--- src/hw/rtl/source_char_tokenizer_top_defines.svh ---
// Assertion macros shared by the tokenizer RTL.
// Depends on nothing; files that assert include it by its bare file name.
`ifndef SOURCE_CHAR_TOKENIZER_TOP_DEFINES_SVH
`define SOURCE_CHAR_TOKENIZER_TOP_DEFINES_SVH

// Same-cycle implication, checked at every rising edge outside reset.
`define SCT_ASSERT_NOW(lbl, ante, cons, msg) \
    lbl: assert property (@(posedge i_clk) disable iff (!i_rst_n) \
        (ante) |-> (cons)) else $error(msg);

// Next-cycle implication, checked at every rising edge outside reset.
`define SCT_ASSERT_NEXT(lbl, ante, cons, msg) \
    lbl: assert property (@(posedge i_clk) disable iff (!i_rst_n) \
        (ante) |=> (cons)) else $error(msg);

`endif

--- src/hw/rtl/sct_pkg.sv ---
// Package for the source character tokenizer: codes, token record, helpers.
// No dependencies; imported by source_char_tokenizer_top.
package sct_pkg;

    localparam int MAX_LINE_LEN = 4096;
    localparam int MAX_LINES    = 65536;

    localparam int COL_W  = 13;
    localparam int LINE_W = 16;

    localparam logic [COL_W-1:0]  COL_MAX  = COL_W'(MAX_LINE_LEN);
    localparam logic [LINE_W-1:0] LINE_MAX = LINE_W'(MAX_LINES - 1);

    // request types
    localparam logic [1:0] REQ_CHAR = 2'd0;
    localparam logic [1:0] REQ_EOL  = 2'd1;
    localparam logic [1:0] REQ_EOF  = 2'd2;

    // token kinds
    localparam logic [3:0] KIND_IDENT  = 4'd0;
    localparam logic [3:0] KIND_FUN    = 4'd1;
    localparam logic [3:0] KIND_RETURN = 4'd2;
    localparam logic [3:0] KIND_INT    = 4'd3;
    localparam logic [3:0] KIND_FLOAT  = 4'd4;
    localparam logic [3:0] KIND_ARROW  = 4'd5;
    localparam logic [3:0] KIND_LPAREN = 4'd6;
    localparam logic [3:0] KIND_RPAREN = 4'd7;
    localparam logic [3:0] KIND_LBRACE = 4'd8;
    localparam logic [3:0] KIND_RBRACE = 4'd9;
    localparam logic [3:0] KIND_SEMI   = 4'd10;
    localparam logic [3:0] KIND_COMMA  = 4'd11;
    localparam logic [3:0] KIND_EOF    = 4'd12;
    localparam logic [3:0] KIND_ERROR  = 4'd13;
    localparam logic [3:0] KIND_NONE   = 4'd0;  // punct lookup miss

    // error codes
    localparam logic [1:0] ERR_NONE = 2'd0;
    localparam logic [1:0] ERR_CHAR = 2'd1;
    localparam logic [1:0] ERR_DOT  = 2'd2;

    // characters with a meaning of their own
    localparam logic [7:0] CH_DOT    = 8'h2E;
    localparam logic [7:0] CH_MINUS  = 8'h2D;
    localparam logic [7:0] CH_GT     = 8'h3E;
    localparam logic [7:0] CH_LPAREN = 8'h28;
    localparam logic [7:0] CH_RPAREN = 8'h29;
    localparam logic [7:0] CH_LBRACE = 8'h7B;
    localparam logic [7:0] CH_RBRACE = 8'h7D;
    localparam logic [7:0] CH_SEMI   = 8'h3B;
    localparam logic [7:0] CH_COMMA  = 8'h2C;

    // keyword tracker: identifier length (saturating) and two live flags
    typedef struct packed {
        logic       ret_ok;
        logic       fun_ok;
        logic [2:0] len;
    } t_kwp;

    localparam t_kwp KWP_RESET = '{ret_ok: 1'b1, fun_ok: 1'b1, len: 3'd0};

    typedef struct packed {
        logic [3:0]        kind;
        logic [LINE_W-1:0] line;
        logic [COL_W-1:0]  first;
        logic [COL_W-1:0]  last;
        logic [1:0]        err;
        logic              last_of_run;
    } t_tok;

    function automatic logic is_space(input logic [7:0] c);
        return (c == 8'd32) || (c >= 8'd9 && c <= 8'd13);
    endfunction

    function automatic logic is_alpha(input logic [7:0] c);
        return (c >= 8'd65 && c <= 8'd90) || (c >= 8'd97 && c <= 8'd122);
    endfunction

    function automatic logic is_digit(input logic [7:0] c);
        return c >= 8'd48 && c <= 8'd57;
    endfunction

    function automatic logic [3:0] punct_kind(input logic [7:0] c);
        case (c)
            CH_LPAREN: return KIND_LPAREN;
            CH_RPAREN: return KIND_RPAREN;
            CH_LBRACE: return KIND_LBRACE;
            CH_RBRACE: return KIND_RBRACE;
            CH_SEMI:   return KIND_SEMI;
            CH_COMMA:  return KIND_COMMA;
            default:   return KIND_NONE;
        endcase
    endfunction

    // letter of "fun" at a position; zero past the end never matches a letter
    function automatic logic [7:0] fun_char(input logic [2:0] pos);
        case (pos)
            3'd0:    return 8'h66;
            3'd1:    return 8'h75;
            3'd2:    return 8'h6E;
            default: return 8'h00;
        endcase
    endfunction

    function automatic logic [7:0] ret_char(input logic [2:0] pos);
        case (pos)
            3'd0:    return 8'h72;
            3'd1:    return 8'h65;
            3'd2:    return 8'h74;
            3'd3:    return 8'h75;
            3'd4:    return 8'h72;
            3'd5:    return 8'h6E;
            default: return 8'h00;
        endcase
    endfunction

    function automatic t_kwp kw_feed(input t_kwp p, input logic [7:0] c);
        t_kwp r;
        r = p;
        if (!(p.len < 3'd3 && c == fun_char(p.len))) r.fun_ok = 1'b0;
        if (!(p.len < 3'd6 && c == ret_char(p.len))) r.ret_ok = 1'b0;
        if (p.len != 3'd7) r.len = p.len + 3'd1;
        return r;
    endfunction

    function automatic logic [3:0] kw_kind(input t_kwp p);
        if (p.fun_ok && p.len == 3'd3) return KIND_FUN;
        if (p.ret_ok && p.len == 3'd6) return KIND_RETURN;
        return KIND_IDENT;
    endfunction

    function automatic t_tok mk_tok(input logic [3:0] kind, input logic [LINE_W-1:0] line,
                                    input logic [COL_W-1:0] first,
                                    input logic [COL_W-1:0] last, input logic [1:0] err);
        t_tok t;
        t.kind        = kind;
        t.line        = line;
        t.first       = first;
        t.last        = last;
        t.err         = err;
        t.last_of_run = 1'b0;
        return t;
    endfunction

endpackage

--- src/hw/rtl/source_char_tokenizer_top.sv ---
// Source character tokenizer: streaming lexer, one request per cycle unless stalled.
// Depends on sct_pkg and source_char_tokenizer_top_defines.svh.
//
//  channel   | valid   | ready   | payload
//  ----------+---------+---------+-----------------------------------------------
//  request   | i_valid | o_ready | i_req_type, i_char_code
//  token     | o_valid | i_ready | o_token_kind, o_line_index, o_first_col,
//            |         |         | o_last_col, o_error_code, o_last_of_run
//
// Flow: a request lands in the input register, is lexed from there and its
// tokens enter a four-entry token queue, whose head drives the token channel.
// One request per cycle is sustained while each request yields at most one
// token and i_ready stays high; the single output port sets that figure, so a
// request that closes one token and opens another leaves two tokens to send.
// Reset: synchronous, active low; clears the lexer state and the queue, no
// clearing pass. Stalls: the lexer takes the held request only while the queue
// has room for two tokens; otherwise it holds the request and drops o_ready.
`include "source_char_tokenizer_top_defines.svh"

module source_char_tokenizer_top
    import sct_pkg::*;
(
    input  logic              i_clk,
    input  logic              i_rst_n,
    input  logic              i_valid,
    output logic              o_ready,
    input  logic [1:0]        i_req_type,
    input  logic [7:0]        i_char_code,
    output logic              o_valid,
    input  logic              i_ready,
    output logic [3:0]        o_token_kind,
    output logic [LINE_W-1:0] o_line_index,
    output logic [COL_W-1:0]  o_first_col,
    output logic [COL_W-1:0]  o_last_col,
    output logic [1:0]        o_error_code,
    output logic              o_last_of_run
);

    typedef enum logic [2:0] {
        MODE_IDLE,
        MODE_IDENT,
        MODE_NUMBER,
        MODE_MINUS,
        MODE_HALTED
    } t_mode;

    // lexer state
    t_mode             r_mode,  n_mode;
    logic [COL_W-1:0]  r_start, n_start;
    logic [COL_W-1:0]  r_col,   n_col;
    logic [LINE_W-1:0] r_line,  n_line;
    t_kwp              r_kwp,   n_kwp;
    logic              r_dot,   n_dot;

    // input register
    logic       r_in_valid;
    logic [1:0] r_in_req;
    logic [7:0] r_in_char;

    // token queue, head at entry 0
    t_tok       r_q [4];
    t_tok       n_q [4];
    logic [2:0] r_cnt, n_cnt;

    logic w_proc;   // lex the held request this cycle
    logic w_pop;    // head token taken downstream

    // tokens caused by the held request
    t_tok       w_res [2];
    logic [1:0] w_nres;

    // start of a new token at the current column
    t_mode      w_st_mode;
    logic       w_st_mark;
    t_kwp       w_st_kwp;
    logic       w_st_has;
    t_tok       w_st_tok;
    logic [3:0] w_pk;
    t_tok       w_pend;

    assign o_valid = (r_cnt != 3'd0);
    assign w_pop   = o_valid && i_ready;
    // two free slots guarantee room for the worst case of two tokens
    assign w_proc  = r_in_valid && (r_cnt <= 3'd2);
    assign o_ready = !r_in_valid || w_proc;

    assign o_token_kind  = r_q[0].kind;
    assign o_line_index  = r_q[0].line;
    assign o_first_col   = r_q[0].first;
    assign o_last_col    = r_q[0].last;
    assign o_error_code  = r_q[0].err;
    assign o_last_of_run = r_q[0].last_of_run;

    // What a character does when no token is open: start one, emit a
    // single-character token, skip whitespace, or fail.
    always_comb begin
        w_pk      = punct_kind(r_in_char);
        w_st_mode = MODE_IDLE;
        w_st_mark = 1'b0;
        w_st_kwp  = r_kwp;
        w_st_has  = 1'b0;
        w_st_tok  = mk_tok(KIND_ERROR, r_line, r_col, r_col + 13'd1, ERR_CHAR);
        if (is_space(r_in_char)) begin
            w_st_mode = MODE_IDLE;
        end else if (is_alpha(r_in_char)) begin
            w_st_mode = MODE_IDENT;
            w_st_mark = 1'b1;
            w_st_kwp  = kw_feed(KWP_RESET, r_in_char);
        end else if (is_digit(r_in_char)) begin
            w_st_mode = MODE_NUMBER;
            w_st_mark = 1'b1;
        end else if (r_in_char == CH_MINUS) begin
            w_st_mode = MODE_MINUS;
            w_st_mark = 1'b1;
        end else if (w_pk != KIND_NONE) begin
            w_st_has = 1'b1;
            w_st_tok = mk_tok(w_pk, r_line, r_col, r_col + 13'd1, ERR_NONE);
        end else begin
            w_st_mode = MODE_HALTED;
            w_st_has  = 1'b1;
        end
    end

    // Pending identifier or number, closed at the current column.
    always_comb begin
        if (r_mode == MODE_IDENT) begin
            w_pend = mk_tok(kw_kind(r_kwp), r_line, r_start, r_col, ERR_NONE);
        end else begin
            w_pend = mk_tok(r_dot ? KIND_FLOAT : KIND_INT, r_line, r_start, r_col, ERR_NONE);
        end
    end

    // Lexer step for the held request.
    always_comb begin : lex_step
        logic do_start;
        t_tok min_err;
        do_start = 1'b0;
        min_err  = mk_tok(KIND_ERROR, r_line, r_start, r_start + 13'd1, ERR_CHAR);
        n_mode   = r_mode;
        n_start  = r_start;
        n_col    = r_col;
        n_line   = r_line;
        n_kwp    = r_kwp;
        n_dot    = r_dot;
        w_res[0] = '0;
        w_res[1] = '0;
        w_nres   = 2'd0;

        if (w_proc) begin
            case (r_in_req)
                REQ_CHAR: begin
                    if (r_mode != MODE_HALTED) begin
                        case (r_mode)
                            MODE_IDLE: begin
                                do_start = 1'b1;
                            end
                            MODE_IDENT: begin
                                if (is_alpha(r_in_char) || is_digit(r_in_char)) begin
                                    n_kwp = kw_feed(r_kwp, r_in_char);
                                end else begin
                                    w_res[0] = w_pend;
                                    w_nres   = 2'd1;
                                    do_start = 1'b1;
                                end
                            end
                            MODE_NUMBER: begin
                                if (is_digit(r_in_char)) begin
                                    n_dot = r_dot;
                                end else if (r_in_char == CH_DOT) begin
                                    if (r_dot) begin
                                        w_res[0] = mk_tok(KIND_ERROR, r_line, r_col,
                                                          r_col + 13'd1, ERR_DOT);
                                        w_nres   = 2'd1;
                                        n_mode   = MODE_HALTED;
                                    end else begin
                                        n_dot = 1'b1;
                                    end
                                end else begin
                                    w_res[0] = w_pend;
                                    w_nres   = 2'd1;
                                    do_start = 1'b1;
                                end
                            end
                            MODE_MINUS: begin
                                if (r_in_char == CH_GT) begin
                                    w_res[0] = mk_tok(KIND_ARROW, r_line, r_start,
                                                      r_col + 13'd1, ERR_NONE);
                                    n_mode   = MODE_IDLE;
                                end else begin
                                    // lone minus: report it and drop this character
                                    w_res[0] = min_err;
                                    n_mode   = MODE_HALTED;
                                end
                                w_nres = 2'd1;
                            end
                            default: begin
                                n_mode = r_mode;
                            end
                        endcase

                        if (do_start) begin
                            n_mode = w_st_mode;
                            if (w_st_mark) n_start = r_col;
                            if (w_st_mode == MODE_IDENT) n_kwp = w_st_kwp;
                            if (w_st_mode == MODE_NUMBER) n_dot = 1'b0;
                            if (w_st_has) begin
                                w_res[w_nres[0]] = w_st_tok;
                                w_nres = w_nres + 2'd1;
                            end
                        end

                        // hold the column at its ceiling on long lines
                        if (r_col < COL_MAX) n_col = r_col + 13'd1;
                    end
                end
                REQ_EOL: begin
                    if (r_mode == MODE_MINUS) begin
                        w_res[0] = min_err;
                        w_nres   = 2'd1;
                        n_mode   = MODE_HALTED;
                    end else if (r_mode != MODE_HALTED) begin
                        if (r_mode == MODE_IDENT || r_mode == MODE_NUMBER) begin
                            w_res[0] = w_pend;
                            w_nres   = 2'd1;
                        end
                        n_mode = MODE_IDLE;
                        if (r_line < LINE_MAX) n_line = r_line + 16'd1;
                        n_col = '0;
                    end
                end
                REQ_EOF: begin
                    if (r_mode == MODE_MINUS) begin
                        w_res[0] = min_err;
                        w_nres   = 2'd1;
                    end else if (r_mode == MODE_IDENT || r_mode == MODE_NUMBER) begin
                        w_res[0] = w_pend;
                        w_nres   = 2'd1;
                    end
                    w_res[w_nres[0]] = mk_tok(KIND_EOF, '0, '0, '0, ERR_NONE);
                    w_nres  = w_nres + 2'd1;
                    // next request starts a fresh file
                    n_mode  = MODE_IDLE;
                    n_start = '0;
                    n_col   = '0;
                    n_line  = '0;
                    n_kwp   = KWP_RESET;
                    n_dot   = 1'b0;
                end
                default: begin
                    n_mode = r_mode;
                end
            endcase

            if (w_nres != 2'd0) w_res[w_nres[1]].last_of_run = 1'b1;
        end
    end

    // Queue update: shift on pop, append this cycle's tokens behind the rest.
    always_comb begin : queue_next
        logic [2:0] base;
        base = r_cnt - {2'b00, w_pop};
        for (int i = 0; i < 4; i++) begin
            n_q[i] = r_q[i];
        end
        if (w_pop) begin
            for (int i = 0; i < 3; i++) begin
                n_q[i] = r_q[i+1];
            end
        end
        if (w_nres != 2'd0) n_q[base[1:0]] = w_res[0];
        if (w_nres == 2'd2) n_q[base[1:0] + 2'd1] = w_res[1];
        n_cnt = base + {1'b0, w_nres};
    end

    always_ff @(posedge i_clk) begin
        if (!i_rst_n) begin
            r_mode     <= MODE_IDLE;
            r_start    <= '0;
            r_col      <= '0;
            r_line     <= '0;
            r_kwp      <= KWP_RESET;
            r_dot      <= 1'b0;
            r_cnt      <= '0;
            r_in_valid <= 1'b0;
        end else begin
            r_mode     <= n_mode;
            r_start    <= n_start;
            r_col      <= n_col;
            r_line     <= n_line;
            r_kwp      <= n_kwp;
            r_dot      <= n_dot;
            r_cnt      <= n_cnt;
            r_in_valid <= (i_valid && o_ready) || (r_in_valid && !w_proc);
        end
        if (i_valid && o_ready) begin
            r_in_req  <= i_req_type;
            r_in_char <= i_char_code;
        end
        for (int i = 0; i < 4; i++) begin
            r_q[i] <= n_q[i];
        end
    end

    `SCT_ASSERT_NEXT(a_halt_holds,
        r_mode == MODE_HALTED && !(w_proc && r_in_req == REQ_EOF),
        r_mode == MODE_HALTED, "halted lexer left halt without end of file")
    `SCT_ASSERT_NOW(a_eof_shape, o_valid && o_token_kind == KIND_EOF,
        o_last_of_run && o_line_index == '0 && o_first_col == '0 && o_last_col == '0,
        "malformed end-of-file token")
    `SCT_ASSERT_NOW(a_err_shape, o_valid && o_token_kind == KIND_ERROR,
        o_error_code != ERR_NONE && o_last_col == o_first_col + 13'd1,
        "malformed error token")
    `SCT_ASSERT_NOW(a_err_only, o_valid && o_token_kind != KIND_ERROR,
        o_error_code == ERR_NONE, "error code on a non-error token")
    `SCT_ASSERT_NOW(a_q_bound, w_proc, r_cnt <= 3'd2 && n_cnt <= 3'd4,
        "token queue overflow")

endmodule

--- config.mk ---
export PLATFORM = sky130hd
export DESIGN_NAME = source_char_tokenizer_top
export DESIGN_NICKNAME = d
export VERILOG_FILES = /design/src/hw/rtl/sct_pkg.sv /design/src/hw/rtl/source_char_tokenizer_top.sv
export VERILOG_INCLUDE_DIRS = /design/src /design/src/hw/rtl
export SDC_FILE = /design/constraint.sdc
export NUM_CORES = 1
export LEC_CHECK = 0
export BUFFER_PORTS_ARGS = -buffer_cell sky130_fd_sc_hd__buf_2
export CORE_MARGIN = 5
export CORE_UTILIZATION = 34
export DETAILED_ROUTE_END_ITERATION = 10
export PLACE_DENSITY_LB_ADDON = 0.15
export SETUP_SLACK_MARGIN = 0.5
export SYNTH_ARGS = -nofsm -noshare
export SYNTH_HDL_FRONTEND = slang
export SYNTH_SLANG_ARGS = --single-unit
--- constraint.sdc ---
create_clock -name i_clk -period 5.8 [get_ports i_clk]
set_input_delay 1.16 -clock i_clk [delete_from_list [all_inputs] [get_ports i_clk]]
set_output_delay 1.16 -clock i_clk [all_outputs]
set_load 0.005 [all_outputs]
==> results of run 1 <==
==> routing by layer <==
layer | routed length (µm) | part of all wire | vias up | GRT usage
met4 | 858 | 0.019 | 0 | 0.0414
met5 | 0 | 0 | - | 0
met3 | 2230 | 0.051 | 61 | 0.0280
met1 | 21400 | 0.49 | 6205 | 0.267
met2 | 19600 | 0.44 | 340 | 0.287
li1 | - | - | 6277 | -
==> per-stage QoR <==
step           cell area [µm²]  setup slack, ps  power, W   util  hold WS [ps]
2_1_floorplan            14400             1450   0.00375      -           432
3_3_place_gp             15000             1560   0.00424  0.358           444
3_5_place_dp             15000             1420   0.00427  0.358           447
4_1_cts                  15900             1400   0.00612  0.380           455
5_1_grt                  15900             1060   0.00645  0.380           473
6_report                 15900             1400   0.00604  0.380           454
==> logic make-up after synthesis <==
kind of cell,count (synthesis),share of synthesized area
xor gates and xnor gates,40,0.0244
DFF,261,0.371
adders and majority gates,16,0.0145
AOI/OAI and AO/OA,499,0.251
muxes,103,0.0721
buffers and inverters,164,0.0502
and+or+nand+nor,651,0.217
==> worst max-delay path: cells and delay by family, from the launching register on <==
kind | cells | cell delay [ps]
and+or+nand+nor | 5 | 1410
AOI/OAI and AO/OA | 5 | 1560
buffers and inverters | 1 | 450
DFF | 1 | 630
adders and majority gates | 1 | 240
==> sequential cells by signal (all words and copies together) (netlist names) <==
| name | flops |
|---|---|
| r_q | 196 |
| r_line | 16 |
| r_col | 13 |
| r_start | 13 |
| r_in_char | 8 |
| r_kwp | 5 |
| r_cnt | 3 |
| r_mode | 3 |
| r_in_req | 2 |
| r_dot | 1 |
| r_in_valid | 1 |
==> cells in the mapped netlist, types with 13 or more instances <==
library cell	count
buf_2	44
nand4_1	13
a22o_1	31
clkbuf_1	75
xor2_1	24
dfxtp_1	251
nor3_1	22
nand3_1	114
a21boi_0	19
and2_1	13
and3_1	14
nor2_1	93
nand2b_1	28
mux2i_1	99
o2bb2ai_1	52
xnor2_1	16
a211oi_1	16
ha_1	15
a21oi_1	40
inv_1	22
o21ai_0	135
nand2_1	275
o211ai_1	76
==> final timing paths <==
check,slack [ps],end,start
min reg2reg,450,r_q[3][2],r_q[3][2]
max reg2reg,1400,r_q[0][40],r_in_char[3]
min,450,r_q[3][2],r_q[3][2]
max,1400,r_q[0][40],r_in_char[3]
==> layout make-up <==
| type | count | area [µm²] | share of cell area |
|---|---|---|---|
| Multi-Input combinational cell | 1309 | 8370 | 0.527 |
| Clock buffer | 47 | 876 | 0.0551 |
| Timing Repair Buffer | 88 | 513 | 0.0323 |
| Tap cell | 539 | 674 | 0.0424 |
| Clock inverter | 4 | 46.3 | 0.00291 |
| Inverter | 23 | 88.8 | 0.00559 |
| Sequential cell | 261 | 5330 | 0.335 |
==> power groups by stage <==
stage	logic (W)	registers (W)	clock network, W
finish	0.00188	0.00235	0.00181
CTS	0.00189	0.00235	0.00187
global route	0.00210	0.00240	0.00195
global placement	0.00186	0.00238	0
detailed placement	0.00188	0.00239	0
floorplan	0.00142	0.00234	0
==> results.ini, run 1 <==
[timing]
hold_viol=0
min_period_over_period=0.758
drv_slew=0
slew_headroom=0.136
max_freq_mhz=227
setup_viol=0
rsz0062_at_grt=no
tightest_slew_ps=1290
period_minus_slack_ps=4400
setup_tns_ps=0
clock_skew_ps=12.7

[routing]
wl_per_cell_um=19.4
drt-total-wl_um=44100
vias=12883
vias_per_cell=5.67
drtIter0Drc=1182
first_pass_iters=6
drc=0
ant_nets=0

[synthesis]
synth_area_leaders=dfxtp_1 35%, nand2_1 7.2%, mux2i_1 6.9%
synth_warnings=0
synth_area_um2=14400
synth_top_area_share=0.350
synth_ff_type=dfxtp_1
async_flop_share=0
ys_types=98
syn-num-nets=1764
yosysTopAreaCell=dfxtp_1
synthCells=1734
synth-edff-count=10
ys_seq_elements=261
avgSynthCellArea_um2=8.29
synth.yosys.seq_area_share=0.371

[worst_setup_path]
crit_required_ps=6290
critPathLaunchType=register
critPathSlowestCell=edfxtp_1
reg2reg_depth=12
cpMostUsedCell=nand2_1
cp_cell_sequence=or3b_1, a2111oi_0, a31o_2, nor2_4, ha_1, nand2_1, a21oi_1, o21a_1, nand3_4, buf_4, nand2_1, o2bb2ai_1
slowest_delay_ps=630
critPathKind=reg -> reg
path_max_fanout=54
critical_path_arrival_ps=4890
cp-end-kind=register

[placement]
place.port_buffers=64
gp_congestion=0.903
dp_cells=2220
place_hpwl_um=29900

[min_path]
hp-class=reg -> reg
holdPathStages=2

[status]
status=complete, no violations

[power]
p_leak_nw=5.96
p_clk_frac=0.300
seq_power_share=0.389
p_sw_frac=0.339
internal-power_w=0.00399
p_sw_w=0.00205
combPwrFrac=0.311
vdd_drop_max_mv=0.351
p_per_area_nw_per_um2=380

[clock_network]
clkSlewWorstSetupHoldPaths_ps=60
clock_sinks=261
ctsResizeCount=0
cts_max_path_buffers=3
clk_latency_ps=570
cts_inserted_buffers=30
cts_tree=built
holdBufCountCts=0
cts_setup_buffers=0
cts_root_buf=clkbuf_16
cts_max_level=1

[floorplan]
design.core.area_um2=41900
die_x_um=216
die_area_um2=46500
die_y_um=216
floorplan.initialDensity=0.343
rows=75
io_pins=65

[grt]
grt_pass1_vias=12231
grt_pass1_wl_um=70600
antenna_found_initial=0
grt_use_total=0.183
grt_max_degree=94
globalRouteOverflowTotal=0

[final_layout]
final_common_cell=nand2_1
layout-drive-gt1-share=0.108
fin_cells=2271
fill_cells=4367
final_nets=1743
diodes=0
synthToLayoutAreaGrowth_pct=10.7
layout_common_cells=273 x nand2_1, 251 x dfxtp_1, 135 x o21ai_0

[flow_run]
cap_viol_max_count=0

Power figures use the tool's default switching activity.
==> inputs of run 2 (changes only) <==
==> constraint.sdc (replaced) <==
create_clock -name i_clk -period 4.05 [get_ports i_clk]
set_input_delay 0.81 -clock i_clk [delete_from_list [all_inputs] [get_ports i_clk]]
set_output_delay 0.81 -clock i_clk [all_outputs]
set_load 0.005 [all_outputs]
==> run 2 against run 1 <==
  * Final cell count is 3.0% higher
  * Final area is 4.7% higher
  * Largest cell class unchanged
  * Critical path depth is 1 lower
  * Clock-buffer cell count is 5 lower
  * Non-clock buffer count is 63 higher
==> results.ini, run 2 (synthesized netlist as in run 1, its figures left out) <==
[floorplan]
design.core.area_um2=41900
floorplan.initialDensity=0.343
die_x_um=216
die_area_um2=46500
die_y_um=216
rows=75
io_pins=65

[grt]
met3_usage=0.0294
gr-usage-met2=0.299
grt_max_degree=84
met1_usage=0.277
grt_use_total=0.192
grt_pass1_wl_um=73300
antenna_found_initial=0
grt_pass1_vias=12481
globalRouteOverflowTotal=0
busiest_layer=met2

[final_layout]
diodes=0
final_nets=1807
layout_common_cells=273 x nand2_1, 250 x dfxtp_1, 135 x o21ai_0
final_common_cell=nand2_1
multiInputGateArea_um2=8450
largestRegisters=r_q: 196 flops, r_line: 16 flops
synthToLayoutAreaGrowth_pct=15.9
layout-drive-gt1-share=0.152
largest_reg_flops=196
fill_cells=4345
regMostFlops=r_q
ff_latch_area_um2=5330
final_area_um2=16600

[timing]
min_period_over_period=0.841
drv_slew=0
setup_viol=0
clock_skew_ps=15.5
slew_headroom=0.164
max_freq_mhz=294
tightest_slew_ps=1250
hold_viol=0
rsz0062_at_grt=no
setup_tns_ps=0
whs_ps=397
period_minus_slack_ps=3410

[placement]
place_area_um2=15300
place.port_buffers=64
gp_congestion=0.890
place_hpwl_um=31500

[clock_network]
clk_latency_ps=590
cts_max_level=1
cts_root_buf=clkbuf_16
cts_tree=built
clkSlewWorstSetupHoldPaths_ps=60
cts_inserted_buffers=31
clock_sinks=261
holdBufCountCts=0
cts_max_path_buffers=3

[routing]
first_pass_iters=5
vias=13141
drc=0
wl_per_cell_um=19.8
ant_nets=0
vias_per_cell=5.62
drtIter0Drc=1070
drt-total-wl_um=46300

[worst_setup_path]
startpoint=r_in_char[0]
cp-end-kind=register
reg2reg_depth=11
critical_path_arrival_ps=3880
r2r_end=r_q[3][36]
crit_required_ps=4520
r2r_slack_ps=640
critPathCapture=r_q[3][36]
timing.rr.start=r_in_char[0]
path_max_fanout=16
critPathKind=reg -> reg
critPathLaunchType=register

[status]
status=complete, no violations

[min_path]
hp-class=in -> reg

[flow_run]
cap_viol_max_count=0

[power]
vdd_drop_max_mv=0.356
p_leak_nw=6.38
p_per_area_nw_per_um2=540

[run 2: how the worst min path moves through the flow]
stage                         startpoint            to  slack (ps)  cells past startpoint
after floorplan                r_q[3][2]     r_q[3][2]         430                      2
final                     i_char_code[4]  r_in_char[4]         400                      1
after global placement         r_q[3][2]     r_q[3][2]         440                      2
after global routing      i_char_code[3]  r_in_char[3]         360                      1
after detailed placement       r_q[3][2]     r_q[3][2]         450                      2
after CTS                 i_char_code[4]  r_in_char[4]         360                      1
[run 2: cell type report]
cell class / count / area share
repair buffers: 151 / 0.0648
clock buffers: 42 / 0.0521
clock inverters: 13 / 0.00985
well taps: 539 / 0.0405
inverters: 23 / 0.00534
flip-flops and latches: 261 / 0.320
multi-input cells: 1309 / 0.507
[run 2: repair_timing]
item / CTS / global route
buffers inserted: 10 / 17
pin swaps: 3 / 2
cloned: 0 / 0
endpoints found under the setup margin: 119 / 187
resized for setup: 6 / 13
[run 2: critical path, cell delays in order (launching register included)]
cell and delay [ps]:
edfxtp_1 500, buf_4 190, nand3b_1 230, buf_4 180, or3_4 400, nand2_1 220
nand2_1 400, nor3_1 330, o21a_2 310, o22ai_4 110, buf_12 190, a22o_1 230
[run 2: per-layer routing]
layer	wire length, µm	up-vias
li1	-	6413
met1	22600	6346
met2	20400	302
met3	2090	80
met4	1180	0
met5	0	-
[run 2: per-stage QoR]
step,total power [W],utilization,worst slack (ps),instances
after floorplan,0.00538,-,535,1734
after global placement,0.00612,0.366,431,2256
after detailed placement,0.00615,0.366,336,2256
after CTS,0.00906,0.393,549,2321
after global routing,0.00959,0.398,512,2338
final,0.00899,0.398,643,2338
[run 2: report_power, final]
| part | leakage (nW) | switching, W | internal (W) | total [W] |
|---|---|---|---|---|
| registers | 2.14 | 0.000252 | 0.00309 | 0.00334 |
| logic | 3.72 | 0.00164 | 0.00116 | 0.00280 |
| clock network | 0.513 | 0.00116 | 0.00169 | 0.00285 |
| total | 6.38 | 0.00305 | 0.00593 | 0.00899 |
==> inputs of run 3 (changes only) <==
==> constraint.sdc (replaced) <==
create_clock -name i_clk -period 3.4 [get_ports i_clk]
set_input_delay 0.68 -clock i_clk [delete_from_list [all_inputs] [get_ports i_clk]]
set_output_delay 0.68 -clock i_clk [all_outputs]
set_load 0.005 [all_outputs]
==> run 3 against run 2 <==
  * Clock-buffer cell count rose by 8
  * Final area rose by 12%
  * Worst setup slack got worse by 490 ps
  * Register-to-register slack got worse by 490 ps
  * Die area did not move
  * Via count rose by 6.1%
  * Clock power rose by 18%
  * Global-route usage rose by 1.1 points
  * Largest power group is now combinational logic
==> results.ini, run 3 (synthesized netlist as in run 1, its figures left out) <==
[status]
status=complete, no violations

[routing]
wl_per_cell_um=21.8
drt-total-wl_um=53200
drc=0
ant_nets=0
drtIter0Drc=1205
vias=13942
first_pass_iters=6
vias_per_cell=5.70

[clock_network]
cts_inserted_buffers=31
clk_latency_ps=600
cts_max_path_buffers=3
cts_max_level=1
cts_root_buf=clkbuf_16
clkSlewWorstSetupHoldPaths_ps=60
cts_tree=built
clock_sinks=261

[grt]
antenna_found_initial=0
grt_pass1_vias=12859
grt_pass1_wl_um=76900
grt_use_total=0.203
globalRouteOverflowTotal=0
grt_max_degree=80

[final_layout]
final_nets=1912
largestRegisters=r_q: 196 flops, r_line: 16 flops
final_area_um2=18700
diodes=0
layout_common_cells=268 x nand2_1, 251 x dfxtp_1, 112 x nand3_1
regMostFlops=r_q
largest_reg_flops=196
layout-drive-gt1-share=0.229
final_common_cell=nand2_1
synthToLayoutAreaGrowth_pct=30.3

[worst_setup_path]
r2r_end=r_cnt[1]
slowest_delay_ps=540
cp_cell_sequence=or4_4, o22a_1, a21boi_2, nor2_2, nand3_2, ha_4, a21o_4, a31oi_4, nor2_2, ha_2, fa_2, and2_4
cp_top_family=adder cells
critPathLaunchType=register
path_buf_inv=0
critPathSlowestCell=or4_4
crit_required_ps=3930
path_max_fanout=5
cpMostUsedCell=nor2_2
critical_path_arrival_ps=3780
reg2reg_depth=12
critPathKind=reg -> reg
cp-end-kind=register
timing.rr.start=r_in_char[2]
r2r_slack_ps=160

[timing]
max_freq_mhz=308
rsz0062_at_grt=yes
drv_slew=0
slew_headroom=0.360
hold_viol=0
worst_slack_ps=156
min_period_over_period=0.954
setup_tns_ps=0
whs_ps=265
setup_viol=0
period_minus_slack_ps=3240
tightest_slew_ps=960
clock_skew_ps=24.3

[floorplan]
design.core.area_um2=41900
io_pins=65
die_y_um=216
die_x_um=216
die_area_um2=46500
rows=75
floorplan.initialDensity=0.343

[placement]
gp_congestion=0.931
place.port_buffers=64
place_area_um2=15800
dp_worst_setup_slack_ps=-19.0
place_hpwl_um=31900

[power]
vdd_drop_max_mv=0.441
p_total_w=0.0114
p_leak_nw=7.37
p_per_area_nw_per_um2=607

[min_path]
hp-class=in -> reg
worstHoldStart=i_char_code[5]
holdPathStages=1
holdPathEnd=r_in_char[5]

[flow_run]
cap_viol_max_count=0

[run 3: stage by stage]
step / util / cells
2_1_floorplan: - / 1734
3_3_place_gp: 0.379 / 2306
3_5_place_dp: 0.379 / 2306
4_1_cts: 0.422 / 2402
5_1_grt: 0.447 / 2444
6_report: 0.447 / 2444
[run 3: routing by layer]
| layer | vias up | share of wire | global-route usage |
|---|---|---|---|
| met4 | 0 | 0.025 | 0.0446 |
| met3 | 83 | 0.052 | 0.0219 |
| met2 | 417 | 0.46 | 0.324 |
| met1 | 6803 | 0.47 | 0.296 |
| met5 | - | 0 | 0 |
| li1 | 6639 | - | - |
[run 3: layout make-up]
class	count	area, µm²
Clock buffer	50	947
Clock inverter	6	71.3
Timing Repair Buffer	252	2650
Multi-Input combinational cell	1313	8960
Fill cell	4125	23100
Sequential cell	261	5330
Inverter	23	88.8
Tap cell	539	674
[run 3: power by group]
group          switching [W]  internal, W
Sequential          0.000297      0.00368
Combinational        0.00224      0.00179
Clock                0.00139      0.00197
[run 3: what timing repair did]
action,in CTS,in global routing
gates cloned,10,18
resized for setup,62,123
setup buffers,30,24
pin swaps,9,21
setup endpoints to repair,212,221
hold buffers,0,0
endpoints found under the hold margin,0,0
[run 3: how the worst max path moves through the flow]
stage / startpoint / end / slack (ps) / depth (start not counted)
6_report: r_in_char[2] / r_cnt[1] / 160 / 12
5_1_grt: r_in_char[2] / r_cnt[2] / 70 / 13
4_1_cts: r_in_char[2] / r_cnt[2] / 200 / 13
3_5_place_dp: r_in_char[3] / r_q[3][8] / -20 / 11
3_3_place_gp: r_in_char[3] / r_q[0][8] / 20 / 12
2_1_floorplan: r_in_char[1] / r_cnt[2] / 80 / 14
[run 3: worst register-to-register path: cells and delay by family, from the launching register on]
kind	cells	cell delay, ps
flops	1	440
compound gates	4	900
simple gates	5	920
fa+ha+maj	3	940
